`src/rtl/sc2ch_pkg.sv`:
```
// ----------------------------------------------------------------------------
// sc2ch_pkg: shared types and constants for the scancode translator
// Widths, scancode constants, item kinds and the controller command bundle.
// ----------------------------------------------------------------------------
package sc2ch_pkg;

   localparam int STACK_DEPTH = 512;
   localparam int KEY_SLOTS   = 128;
   localparam int NUM_MAPS    = 8;

   localparam int STACK_AW = $clog2(STACK_DEPTH);
   localparam int CNT_W    = $clog2(STACK_DEPTH + 1);
   localparam int KEY_IW   = $clog2(KEY_SLOTS);
   localparam int KMAP_AW  = $clog2(NUM_MAPS * KEY_SLOTS);
   localparam int LEVEL_W  = 10;

   localparam int REQ_DATA_W = 32;
   localparam int RSP_DATA_W = 32;

   // set-1 codes
   localparam logic [7:0] CODE_LIMIT     = 8'h57;
   localparam logic [7:0] CODE_CAPS      = 8'h3A;
   localparam logic [7:0] CODE_RSHIFT    = 8'h36;
   localparam logic [7:0] CODE_LSHIFT    = 8'h2A;
   localparam logic [7:0] CODE_RSHIFT_UP = 8'hB6;
   localparam logic [7:0] CODE_LSHIFT_UP = 8'hAA;
   localparam logic [7:0] CODE_NUM       = 8'h45;

   typedef enum logic [1:0] {
      FUNC_SCAN  = 2'd0,
      FUNC_MAP   = 2'd1,
      FUNC_POP   = 2'd2,
      FUNC_CLEAR = 2'd3
   } func_type;

   typedef struct packed {
      logic load;    // capture transaction, launch memory reads
      logic commit;  // apply item, load result register
   } cmd_type;

   // keymap address = map * KEY_SLOTS + index
   function automatic logic [KMAP_AW-1:0] km_addr(input logic [2:0] sel,
                                                  input logic [KEY_IW-1:0] idx);
      km_addr = KMAP_AW'(sel) * KMAP_AW'(KEY_SLOTS) + KMAP_AW'(idx);
   endfunction

endpackage

```
`src/rtl/sc2ch_ctrl.sv`:
```
// ----------------------------------------------------------------------------
// sc2ch_ctrl: transaction sequencer
// Two-state machine: capture a request, then commit it once the result
// register is free. Owns the result valid flag.
// ----------------------------------------------------------------------------
module sc2ch_ctrl
   import sc2ch_pkg::*;
(
   input  logic    clock,
   input  logic    reset,
   input  logic    req_tvalid,
   output logic    req_tready,
   output logic    rsp_tvalid,
   input  logic    rsp_tready,
   output cmd_type cmd
);

   typedef enum logic [1:0] {
      ST_IDLE = 2'b01,
      ST_EXEC = 2'b10
   } state_type;

   state_type state_ff, state_in;
   logic      rsp_valid_ff, rsp_valid_in;
   logic      can_commit;

   assign req_tready = (state_ff == ST_IDLE);
   assign rsp_tvalid = rsp_valid_ff;
   assign can_commit = !rsp_valid_ff || rsp_tready;

   always_comb begin
      state_in   = state_ff;
      cmd.load   = 1'b0;
      cmd.commit = 1'b0;
      case (state_ff)
         ST_IDLE: begin
            if (req_tvalid) begin
               cmd.load = 1'b1;
               state_in = ST_EXEC;
            end
         end
         ST_EXEC: begin
            if (can_commit) begin
               cmd.commit = 1'b1;
               state_in   = ST_IDLE;
            end
         end
         default: state_in = ST_IDLE;
      endcase
   end

   always_comb begin
      if (cmd.commit) begin
         rsp_valid_in = 1'b1;
      end else if (rsp_tready) begin
         rsp_valid_in = 1'b0;
      end else begin
         rsp_valid_in = rsp_valid_ff;
      end
   end

   always_ff @(posedge clock) begin
      if (reset) begin
         state_ff     <= ST_IDLE;
         rsp_valid_ff <= 1'b0;
      end else begin
         state_ff     <= state_in;
         rsp_valid_ff <= rsp_valid_in;
      end
   end

endmodule

```
`config.mk`:
```
export PLATFORM = sky130hd
export DESIGN_NAME = sc2ch_ctrl
export DESIGN_NICKNAME = d
export VERILOG_FILES = /design/src/rtl/sc2ch_pkg.sv /design/src/rtl/sc2ch_ctrl.sv
export SDC_FILE = /design/constraint.sdc
export NUM_CORES = 1
export LEC_CHECK = 0
export ABC_CLOCK_PERIOD_IN_PS = 1000
export BUFFER_PORTS_ARGS = -buffer_cell sky130_fd_sc_hd__buf_2
export CAP_MARGIN = 25
export CORE_AREA = 3 3 40 42
export DETAILED_ROUTE_END_ITERATION = 10
export DIE_AREA = 0 0 43 45
export REMOVE_ABC_BUFFERS = 1
export SYNTH_ARGS = -nofsm -noshare
export SYNTH_HDL_FRONTEND = slang
export SYNTH_SLANG_ARGS = --single-unit
```
`constraint.sdc`:
```
create_clock -name clock -period 1 [get_ports clock]
set_input_delay 0.2 -clock clock [delete_from_list [all_inputs] [get_ports clock]]
set_output_delay 0.2 -clock clock [all_outputs]
set_load 0.03 [all_outputs]
```
==> run summary <==
result of the run: complete, but fails checks
failing checks: negative setup slack
Synth Cell Area: 136 µm²
fraction of registers with async set/reset: 0%
Ant. Diodes: 0
DRC: 0
DRT iter0 DRCs: 1
Clock transition at path regs: 0.04 ns
final hold viol count: 0
routability cong.: 0.661
Setup TNS Final: -0.346 ns
Placed Cells: 34
CTS max path bufs: 2
share of cells above drive strength 1: 72.0%
clk_lat worst skew: 0.23 ns
# fillers: 150
Worst Path Class, Setup: reg -> out
die width: 43 µm
final setup violation count: 3
Post-synth top cells: dfxtp_1 (3), nand2b_1 (2), nor2b_1 (2)
WP data required: 0.80 ns
top-count cell post-synth: dfxtp_1
Pwr per Cell Area: 1580 nW/µm²
Die ar.: 1940 µm²
number of synthesized flops with an enable pin: 0
CTS tree: built
cell accounting for the most synthesized area: dfxtp_1
Starting Density: 10.6%
vias in the first global route: 161
root buf cell: clkbuf_4
H-tree depth: 1
ANT nets after route: 0
Setup Skew: 0.00406 ns
top cells by area, synth: dfxtp_1 (44%), and4bb_1 (9.2%), nand2b_1 (9.2%)
fin crit period: 1.15 ns
final core occ: 20.4%
Pleak: 0.136 nW
post-synth top area share: 44.0%
fin nets: 30
GRT Overall Usage: 5.41%
Final Cycle Share: 115%
worst-margin pin slew: 0.154 ns
MaxCap Viol Count: 0
Hold Crit Class: in -> reg
DR WL/cell: 9.73 µm
Die H: 45 µm
Seq/Total Area, Yosys: 44.0%
total grt overflow: 0
worst rel slew slack: 89.8%
Rows: 13
CTS buffer count: 3
Routed WL: 389 µm
total core area: 1280 µm²
first-pass GRT wire length: 669 µm
Worst Path Max Fanout: 4
via count: 133
critical path endpoint category: output port
clk sink count: 3
Mean Syn Cell Area: 10.5 µm²
Synth Register Bits: 3
CTS Hold Bufs: 0
warnings from Yosys: 0
Netlist cell types: 9
non-filler cells, final: 40
Post-Synthesis Cells: 13
# IOs: 8
Area growth syn-to-layout: 91.7%
crit start category: flop
max-slew violation count: 0
fmax: 0.871 GHz
RSZ-0062 raised after global routing: yes
initial antenna violation count: 0
ys flop type: dfxtp_1
largest net degree at the start of global routing: 5
critical path arrival: 0.95 ns
first-pass iteration count of the detailed router: 2
via/cell ratio: 3.33
fin worst setup slack: -0.148 ns
Port-buffer cells: 7
peak supply drop: 0.333 mV
-- worst paths after layout --
path                               to                startpoint  cells after the start  slack [ns]
max                            cmd[1]  state_ff[1]$_SDFFE_PP0P_                      2       -0.15
min           rsp_tvalid$_SDFFE_PP0P_                     reset                      2        0.14
max reg2reg  state_ff[1]$_SDFFE_PP0P_  state_ff[1]$_SDFFE_PP0P_                      3        0.03
min reg2reg   rsp_tvalid$_SDFFE_PP0P_   rsp_tvalid$_SDFFE_PP0P_                      2        0.50
-- layout make-up --
class	instances	area (µm²)	share of cell area (%)
clock buffers	4	26.3	10.0
multi-input cells	9	85.1	32.5
flip-flops and latches	3	66.3	25.4
repair buffers	9	65.1	24.9
well taps	15	18.8	7.18
-- metrics by stage --
stage | setup WS, ns | hold slack, ns | cell area (µm²) | total power, mW
floorplan | -0.185 | 0.269 | 129 | 0.165
global placement | 0.0167 | 0.394 | 183 | 0.184
detailed placement | 0.00422 | 0.393 | 183 | 0.184
CTS | -0.199 | 0.145 | 246 | 0.424
global route | -0.190 | 0.161 | 262 | 0.433
finish | -0.148 | 0.142 | 262 | 0.413
-- critical path, stage by stage, from the launching register on --
cell	delay, ns
dfxtp_4	0.35
and3b_2	0.25
buf_6	0.13
-- where the power goes --
group | leakage (nW) | total, mW | internal (mW) | switching [mW]
sequential | 0.0255 | 0.132 | 0.126 | 0.00593
combinational | 0.0957 | 0.0691 | 0.0362 | 0.0329
clock | 0.0150 | 0.212 | 0.150 | 0.0626
-- kinds of logic after synthesis --
logic type / Yosys count / share of synthesized area (%)
AO/OA/AOI/OAI: 3 / 16.5
AND/OR/NAND/NOR: 6 / 33.9
flip-flops: 3 / 44.0
buffers and inverters: 1 / 5.51
-- state kept, by name (all words and copies together) (netlist names) --
register / flops
rsp_tvalid: 1
state_ff: 2
-- what timing repair did --
item,CTS,global route
resized for setup,8,5
setup endpoints to repair,3,5
setup buffers,2,0
pin swaps,1,0
-- metal layers --
| metal | part of all wire, % | vias up | GRT usage [%] |
|---|---|---|---|
| li1 | - | 69 | - |
| met1 | 42 | 57 | 4.10 |
| met2 | 44 | 7 | 8.38 |
| met3 | 13 | 0 | 5.58 |
| met4 | 0 | 0 | 3.61 |
| met5 | 0 | - | 0 |
-- cells in the final DEF (no fill, tap or decap) --
cell type  instances
dfxtp_4            1
buf_2              4
buf_6              2
and4bb_1           1
buf_4              3
nand2b_4           1
clkbuf_1           1
nor2b_4            1
dfxtp_2            2
a21oi_1            1
and3b_2            1
nor2b_1            1
o21ba_1            1
clkbuf_4           3
nand2b_1           1
o21bai_1           1
Note: power is estimated with default switching activity, not from simulation.
